[config.mk]
export PLATFORM = sky130hd
export DESIGN_NAME = hlr_area
export DESIGN_NICKNAME = d
export VERILOG_FILES = /design/src/design/hlr_pkg.sv /design/src/design/hlr_area.sv
export SDC_FILE = /design/constraint.sdc
export NUM_CORES = 1
export LEC_CHECK = 0
export BUFFER_PORTS_ARGS = -buffer_cell sky130_fd_sc_hd__buf_2
export CORE_UTILIZATION = 56
export CTS_BUF_LIST = sky130_fd_sc_hd__clkbuf_4 sky130_fd_sc_hd__clkbuf_8 sky130_fd_sc_hd__clkbuf_16
export DETAILED_ROUTE_END_ITERATION = 8
export HOLD_SLACK_MARGIN = 0.05
export PLACE_DENSITY = 0.77
export SLEW_MARGIN = 20
export SYNTH_ARGS = -nofsm -noshare
export SYNTH_HDL_FRONTEND = slang
export SYNTH_SLANG_ARGS = --single-unit
[constraint.sdc]
create_clock -name clk -period 11.2 [get_ports clk]
set_input_delay 1.12 -clock clk [delete_from_list [all_inputs] [get_ports clk]]
set_output_delay 1.12 -clock clk [all_outputs]
set_load 0.01 [all_outputs]
[src/design/hlr_pkg.sv]
// ----------------------------------------------------------------------------
// hlr_pkg
// Shared types and constants for the histogram largest-rectangle unit.
// ----------------------------------------------------------------------------
`default_nettype none

package hlr_pkg;

  // Result area width and its saturation value
  localparam int unsigned AREA_W = 42;
  localparam logic [AREA_W-1:0] AREA_MAX = {AREA_W{1'b1}};

  // Sequencer states
  typedef enum logic [3:0] {
    S_IDLE,   // waiting for a bar
    S_LPOP,   // left pass: compare top of stack with the new bar
    S_LWAIT,  // left pass: reload top of stack after a pop
    S_SRD,    // scan: read height and left bound of bar k
    S_SPOP,   // scan: compare top of stack with bar k
    S_SWAIT,  // scan: reload top of stack after a pop
    S_MUL,    // scan: multiply height by width
    S_CMP,    // scan: saturate and keep the maximum
    S_DONE    // hand the result to the output register and clear
  } state_t;

  // Control from the sequencer to the area unit
  typedef struct packed {
    logic mul_en;  // register height * width
    logic cmp_en;  // fold the product into the running maximum
    logic clear;   // restart the running maximum
  } area_ctl_t;

endpackage

`default_nettype wire

[src/design/hlr_area.sv]
// ----------------------------------------------------------------------------
// hlr_area
// Registered multiplier with saturation and a running maximum.
// ----------------------------------------------------------------------------
`default_nettype none

module hlr_area import hlr_pkg::*; #(
  parameter int HEIGHT_BITS = 32,
  parameter int CNTW        = 11
) (
  input  wire logic                   clk,
  input  wire logic                   rst,
  input  wire area_ctl_t              ctl,
  input  wire logic [HEIGHT_BITS-1:0] height,
  input  wire logic [CNTW-1:0]        width,
  output logic      [AREA_W-1:0]      best
);

  localparam int PRODW = HEIGHT_BITS + CNTW;
  localparam int EXTW  = (PRODW > AREA_W) ? PRODW : AREA_W + 1;

  logic [PRODW-1:0]  prod;
  logic [EXTW-1:0]   prod_ext;
  logic [AREA_W-1:0] sat;

  // Multiply stage
  always_ff @(posedge clk) begin
    if (ctl.mul_en) begin
      prod <= PRODW'(height) * PRODW'(width);
    end
  end

  // Saturate to the result width
  always_comb begin
    prod_ext = EXTW'(prod);
    sat = (prod_ext > EXTW'(AREA_MAX)) ? AREA_MAX : prod_ext[AREA_W-1:0];
  end

  // Running maximum
  always_ff @(posedge clk) begin
    if (rst || ctl.clear) begin
      best <= '0;
    end else if (ctl.cmp_en && (sat > best)) begin
      best <= sat;
    end
  end

endmodule

`default_nettype wire

* Word-level counts from Yosys, hierarchy flattened
Cells that the tools add are included.
** Storage, ports and cells
- Flip-flop bits (word level) :: 85
- Input port bits :: 48
- Output and inout port bits :: 42
- Word-level logic and storage cells :: 8
** Cells by class
- Multipliers :: 1
- Magnitude comparators :: 2
- Mux-type cells :: 1
- Reduce and logical (&&, ||, !) cells :: 2
** Operator list (number)
- $gt A43 B42 Y1 const B :: 1
- $mul A32 B11 Y43 :: 1
- $gt A42 B42 Y1 :: 1
- $mux W42 :: 1
- $logic_and A1 B1 Y1 :: 1
- $logic_or A1 B1 Y1 :: 1

* Depth between registers and ports, before layout
Gate-level depths: netlist of the first run.
- Word-level depth :: 4
- Gate-level depth with buffers :: 22
- Depth with buffers taken out :: 20

* Worst setup path before layout of the first run
Ideal clock, no wire load.
- Kind :: input port to flip-flop
- Start point :: in width[7]
- End point :: reg prod[38] (data pin)
- Library setup time :: 0.262 ns
- Data arrival time :: 6.153 ns
- Data required time :: 10.938 ns
- Slack :: 4.785 ns
- Cell stages on the path :: 19
- Path buffers :: 2
- Cells stage by stage :: clkbuf_1 > nand2_1 > fa_1 > inv_1 > fa_1 > fa_1 > fa_1 > inv_1 > fa_1 > inv_1 > ha_1 > clkbuf_1 > a21oi_1 > nand2_1 > a211oi_1 > a311oi_4 > a31oi_1 > o21ai_1 > xor2_1
** On the way
- Longest elaborated chain between the ends :: 1
** RTL lines
- start, declared :: line hlr_area.sv:15 : input wire logic [CNTW-1:0] width,
- $mul A32 B11 Y43 :: line hlr_area.sv:29 : prod <= PRODW'(height) * PRODW'(width);
- end signal, assigned :: line hlr_area.sv:29
- end, declared :: line hlr_area.sv:22 : logic [PRODW-1:0] prod;
Every way passes these cells.
A chain may end at the register's enable or synchronous reset.

* Final worst setup path of the first run
Same ends and word-level chain as after synthesis.

==> results of run 1 <==
==> state kept, by name, summed over array words and instances, names as in the netlist <==
signal	cells
best	42
prod	43
==> worst paths after layout <==
kind / end / cells after the start / start / slack (ns)
worst max register to register: best[8] / 10 / prod[42] / 7.16
worst min register to register: best[0] / 2 / best[0] / 0.50
worst min-delay path: best[0] / 2 / best[0] / 0.50
worst max-delay path: prod[38] / 18 / width[7] / 4.33
==> per-layer routing <==
metal	part of all wire, %	GRT usage, %
met4	1.5	6.70
met2	45	42.8
met3	7.9	4.04
met1	45	38.2
met5	0	0
==> synth_stat cells, drive strengths merged (41+ instances only) <==
master / instances
a21o: 43
a21oi: 45
and2: 152
clkbuf: 92
dfxtp: 42
edfxtp: 43
fa: 269
ha: 123
inv: 321
nand2: 237
o211a: 41
or2: 43
or3: 42
==> cells in the final DEF, fill, tap and decap left out, types with 3 or more instances in the layout <==
master,n
o21a_1,6
dfxtp_1,42
nand2_1,237
a311oi_1,3
buf_2,89
nor2b_1,10
a21boi_0,4
or2_2,43
ha_1,123
mux2i_1,3
o21ai_0,23
inv_1,321
and3_1,5
nor2_1,24
o211a_1,41
xor2_1,17
nand3_1,13
o211ai_1,3
inv_6,3
and2_1,152
nand4_1,19
edfxtp_1,43
fa_1,269
a21o_1,43
nor3_1,10
clkbuf_16,9
xnor2_1,17
or3_1,42
o21bai_1,3
buf_4,4
a21oi_1,45
==> metrics by stage <==
stage	total power (uW)	instances	instance area [um2]
6_report	5120	2046	16100
3_5_place_dp	4810	2030	15800
2_1_floorplan	3890	1693	15300
4_1_cts	5110	2046	16100
5_1_grt	5700	2046	16100
3_3_place_gp	4710	2030	15800
==> critical path: cells and delay by family <==
kind | cells | cell delay [ns]
xor+xnor | 1 | 0.15
simple gates | 2 | 0.28
compound gates | 5 | 1.66
fa+ha+maj | 6 | 3.00
buf+inv | 4 | 0.71
==> cell type report <==
| type | count | area share, % |
|---|---|---|
| multi-input cells | 1190 | 72.0 |
| flip-flops and latches | 85 | 13.2 |
| inverters | 321 | 7.47 |
| repair buffers | 93 | 2.95 |
| well taps | 341 | 2.65 |
| clock buffers | 9 | 1.40 |
| clock inverters | 7 | 0.341 |
==> cell families after synthesis <==
logic type,synth area share (%)
and+or+nand+nor,18.6
buffers and inverters,10.3
adders and majority gates,45.2
AOI/OAI and AO/OA,9.80
DFF,13.9
xor gates and xnor gates,1.94
muxes,0.196
==> power by group through the flow <==
| stage | logic [uW] | registers, uW | clock network, uW |
|---|---|---|---|
| floorplan | 3240 | 650 | 0 |
| global placement | 4050 | 656 | 0 |
| detailed placement | 4150 | 660 | 0 |
| CTS | 4170 | 653 | 285 |
| global route | 4740 | 663 | 296 |
| finish | 4190 | 653 | 277 |
==> results.md, run 1 <==
- Port bufs: between 80 and 90
- Detail Route Antenna Nets: 0
- Final Util: approximately three fifths
- Synth Flop Type: edfxtp_1
- Die Height: 167 um
- Final hold violation count: 0
- Synthesis-to-layout area growth: 5.32%
- Die footprint: between 20000 and 30000 um2
- Critical path class: in -> reg
- Worst slew pin tran: 0.892 ns
- Mapped Area: 15300 um2
- Post-Syn Nets: 2133
- Vias: 11477
- Post-CTS setup buffer count: 0
- Async set or reset register ratio after synthesis: 0%
- Cell Chain, Critical Path: buf_2 > nand2_1 > fa_1 > inv_1 > fa_1 > fa_1 > fa_1 > inv_1 > fa_1 > inv_1 > ha_1 > a21oi_1 > nand2_1 > a211oi_1 > a311oi_4 > a31oi_1 > o21ai_1 > xor2_1
- WL/cell: around 18 um
- RD Place Congestion: 0.947
- Final setup violation count: 0
- Post-Route WL: 35800 um
- Startpoint types: primary input
- Cells after Synth: 1693
- Cell internal pwr: 2490 uW
- CTS Hold Buffers Added: 0
- Sink Count: between 80 and 90
- Area leader, netlist: fa_1
- Comb pwr share: approximately four fifths
- HPWL after DPL: roughly 28000 um
- DRC: 0
- Library cells used by synthesis: 57
- TNS Setup: 0 ns
- Largest net degree at the start of global routing: 44
- Net Sw Power: between 2000 and 3000 uW
- Max-slew violations: 0
- Ys Warns: 0
- Top cell type's share of synthesized area: 35.2%
- Multi-input logic area: 11600 um2
- First-pass GRT wire length: around 60000 um
- Relative slew margins: between 40% and 50%
- Syn_area_per_cell: 9.04 um2
- DR pass1 iterations: 7
- Io pins: 90
- Crit path DAT: between 6 and 7 ns
- CTS tree: yes
- Maximum capacitance violations: 0
- Post-layout nets: 2140
- ANT cells: 0
- Worst hold path class: reg -> reg
- Switching Fraction: 51.4%
- Post-cts resize count: 0
- RSZ-0062 raised after global routing: no
- Worst hold slack: approximately 0.5 ns
- Pre-CTS WS: 4.03 ns
- PwrDens: 317 nW/um2
- VDD IR max: 209 uV
- Share of cells above drive strength 1: about a tenth
- Final setup margin: 4.33 ns
- Rows: 60
- Final Cycle Share: 61.3%
- Top cells by area, synth: fa_1 35%, ha_1 10%, edfxtp_1 8.4%
- Clock share of power: 5.4%
- Tmin final: 6.87 ns
- Max stage delay cell, worst path: buf_2
- CTS max path bufs: 2
- Number of buffers created by CTS: 9
- Crit-path max FO: 32
- GR Overflow Total: 0
- Clock Tree Root: clkbuf_16
- Clock-pin slew on the worst setup and hold paths: ~0.070 ns
- Width of the die: between 150 and 200 um
- DRT iter0 DRCs: 906
- Vias in the first global route: 11978
- Initial antenna violation count: 0
- Leakage power: 0.00821 uW
- Share of power burned in registers: 12.8%
- Status: finished clean
- Tot GR Track Use: 26.7%
- Register area: 2130 um2
- Clock Latency Late Sink: ~0.34 ns
- #FFs+latches synth: 85
- Setup Skew: about 0.0070 ns
- Initial core utilization: 57.0%
- Largest stage delay, worst path: between 0.5 and 0.6 ns
- Critical Path Sink Type: flip-flop
- CTS H-tree depth: 3
- Routed vias/inst: 5.61
- Cell repeated most along the worst path: fa_1
- Fmax: 146 MHz
- Core Area: approximately 27000 um2
- Number of synthesized flops with an enable pin: 43
- CP Data Required Time: 11.29 ns
- Post-synthesis sequential area ratio: 13.9%
- Fill cell count: 2289
Power figures use the tool's default switching activity.
==> run 2, diff against run 1 <==
Settings changed: PLACE_DENSITY 0.77 to 0.8.
Clock period 11.2 ns to 5.75 ns, I/O delays scaled along.
==> results.md, run 2 (synthesis results as in run 1) <==
- Tmin final: 5.56 ns
- Critical Path Sink Type: flip-flop
- Tot Pwr: 12000 uW (+130%)
- Switching Fraction: 46.9% (-4.5 points)
- Comb pwr share: 84.9% (+3.1 points)
- Synthesis-to-layout area growth: 13.4%
- Rows: 60 (unchanged)
- Vias in the first global route: 12344 (+3.1%)
- HPWL after DPL: 30300 um (+8.9%)
- Final Util: 64.6% (+4.6 points)
- Routed vias/inst: 5.53 (-1.3%)
- Most Used Layer, Global Route: met2
- Worst slew pin tran: 0.936 ns (+0.0441 ns)
- CTS Hold Buffers Added: 0 (unchanged)
- Initial antenna violation count: 0 (unchanged)
- Worst hold slack: 0.523 ns (+0.0209 ns)
- Status: finished clean
- Top Registers: prod: 43 flops, best: 42 flops
- Detail Route Antenna Nets: 0 (unchanged)
- Setup Skew: 0.00819 ns (+0.00119 ns)
- Clock Latency Late Sink: 0.34 ns (about the same)
- Final hold violation count: 0 (unchanged)
- Final setup violation count: 0 (unchanged)
- Fmax: 180 MHz
- Final Cycle Share: 96.7%
- RD Place Congestion: 0.909 (-3.9%)
- WL/cell: 16.5 um (-5.8%)
- Die footprint: 28000 um2 (unchanged)
- Critical path class: in -> reg
- PwrDens: 692 nW/um2 (+120%)
- Tot GR Track Use: 26.5% (-0.25 points)
- Largest Register: prod
- Commonest non-fill, non-tap cells in the layout: 321 x inv_1, 268 x fa_1, 237 x nand2_1
- Port bufs: 89 (unchanged)
- CTS H-tree depth: 3 (unchanged)
- Share of cells above drive strength 1: 17.1% (+7.6 points)
- CTS tree: yes
- RR Startpoint: prod[42]
- Width of the die: 167 um (unchanged)
- First-pass GRT wire length: 60000 um (about the same)
- Share of power burned in registers: 10.6% (-2.2 points)
- Crit path DAT: 5.65 ns (-1.31 ns)
- R2r endpoint: best[30]
- Largest net degree at the start of global routing: 44 (unchanged)
- Reg2Reg Setup Slack: 1.65 ns (-5.51 ns)
- Worst hold path class: reg -> reg
- Reg2Reg Depth: 10 (unchanged)
- Clock-pin slew on the worst setup and hold paths: 0.07 ns (about the same)
- Max-slew violations: 0 (unchanged)
- M3 GR Usage: 4.51% (+0.47 points)
- Clock Tree Root: clkbuf_16
- Cell internal pwr: 6390 uW (+160%)
- Maximum capacitance violations: 0 (unchanged)
- Initial core utilization: 57.0% (unchanged)
- Largest register FFs: 43 (unchanged)
- DRC: 0 (unchanged)
- Net Sw Power: 5630 uW (+110%)
- Core Area: 26900 um2 (unchanged)
- ANT cells: 0 (unchanged)
- Critical path launch point: width[10]
- Commonest non-fill, non-tap cell in the layout: inv_1
- Post-layout nets: 2281 (+6.6%)
- Leakage power: 0.00894 uW (+8.8%)
- CTS max path bufs: 2 (unchanged)
- Io pins: 90 (unchanged)
- VDD IR max: 456 uV (+120%)
- Relative slew margins: 37.6% (-3.0 points)
- M2 GR Usage: 43.1% (+0.24 points)
- CP Capture Point: prod[36]
- Clock share of power: 4.5% (-0.9 points)
- Vias: 12104 (+5.5%)
- Post-Route WL: 36100 um (+0.70%)
- DR pass1 iterations: 5 (-2)
- DRT iter0 DRCs: 944 (+4.2%)
- Met1 Usage GRT: 37.3% (-0.96 points)
- Number of buffers created by CTS: 9 (unchanged)
- CP Data Required Time: 5.84 ns (-5.45 ns)
- Die Height: 167 um (unchanged)
- Crit-path max FO: 18 (-44%)
- Startpoint types: primary input
- Sink Count: 85 (unchanged)
- GR Overflow Total: 0 (unchanged)
run 2: cell types whose count changed in the layout (fill, tap and decap cells not counted), moves of 7 or more:
cell      before  now
clkbuf_4       0    7
buf_2         89   75
buf_6          0   12
buf_4          4  138
run 2: repair_timing:
item,in CTS,in global routing
pin swaps,1,8
resized for setup,0,43
endpoints found under the setup margin,4,18
buffers inserted,0,1
hold endpoints to repair,0,0
run 2: layout make-up:
class,instances,area (um2)
fillers,2136,9510
well taps,341,427
inverters,321,1200
clock inverters,7,51.3
flip-flops and latches,85,2130
repair buffers,234,1640
clock buffers,9,225
multi-input cells,1190,11700
run 2: per-layer routing:
layer	part of all wire, %	wire length (um)	vias up
met5	0	0	-
met4	1.6	565	0
met1	44	16000	5990
met3	7.7	2770	58
met2	46	16800	504
li1	-	-	5552
run 2: worst min path at each step:
stage / start / endpoint / slack [ns] / cells after the start
6_report: best[11] / best[11] / 0.52 / 1
5_1_grt: best[21] / best[21] / 0.54 / 1
4_1_cts: best[19] / best[19] / 0.53 / 1
3_5_place_dp: best[19] / best[19] / 0.51 / 1
3_3_place_gp: best[12] / best[12] / 0.50 / 1
2_1_floorplan: best[0] / best[0] / 0.50 / 2
run 2: critical path, cell delays in order:
cell and delay, ns:
buf_4 0.17, and2_1 0.17, fa_1 0.51, fa_1 0.53
fa_1 0.53, fa_1 0.55, inv_1 0.05, fa_1 0.53
inv_1 0.06, ha_4 0.29, nand4_1 0.13, nor2_1 0.11
a21bo_2 0.24, a211o_1 0.30, a311oi_4 0.31, buf_6 0.17
a31oi_4 0.11, o21bai_1 0.18, xnor2_1 0.10
run 2: metrics by stage:
stage                     setup slack (ns)  cell area (um2)  setup TNS [ns]  cells
final                                0.187            17400               0   2187
after CTS                           0.0115            17200               0   2186
after floorplan                    0.00385            15400               0   1693
after detailed placement            -0.430            17000           -5.73   2170
after global placement              -0.267            17000           -3.22   2170
after global routing               -0.0126            17400         -0.0273   2187
run 2: power groups by stage:
stage	sequential [uW]	clock [uW]	combinational [uW]
floorplan	1270	0	6460
global placement	1280	0	9580
detailed placement	1290	0	9940
CTS	1280	542	10000
global route	1300	567	11400
finish	1280	538	10200
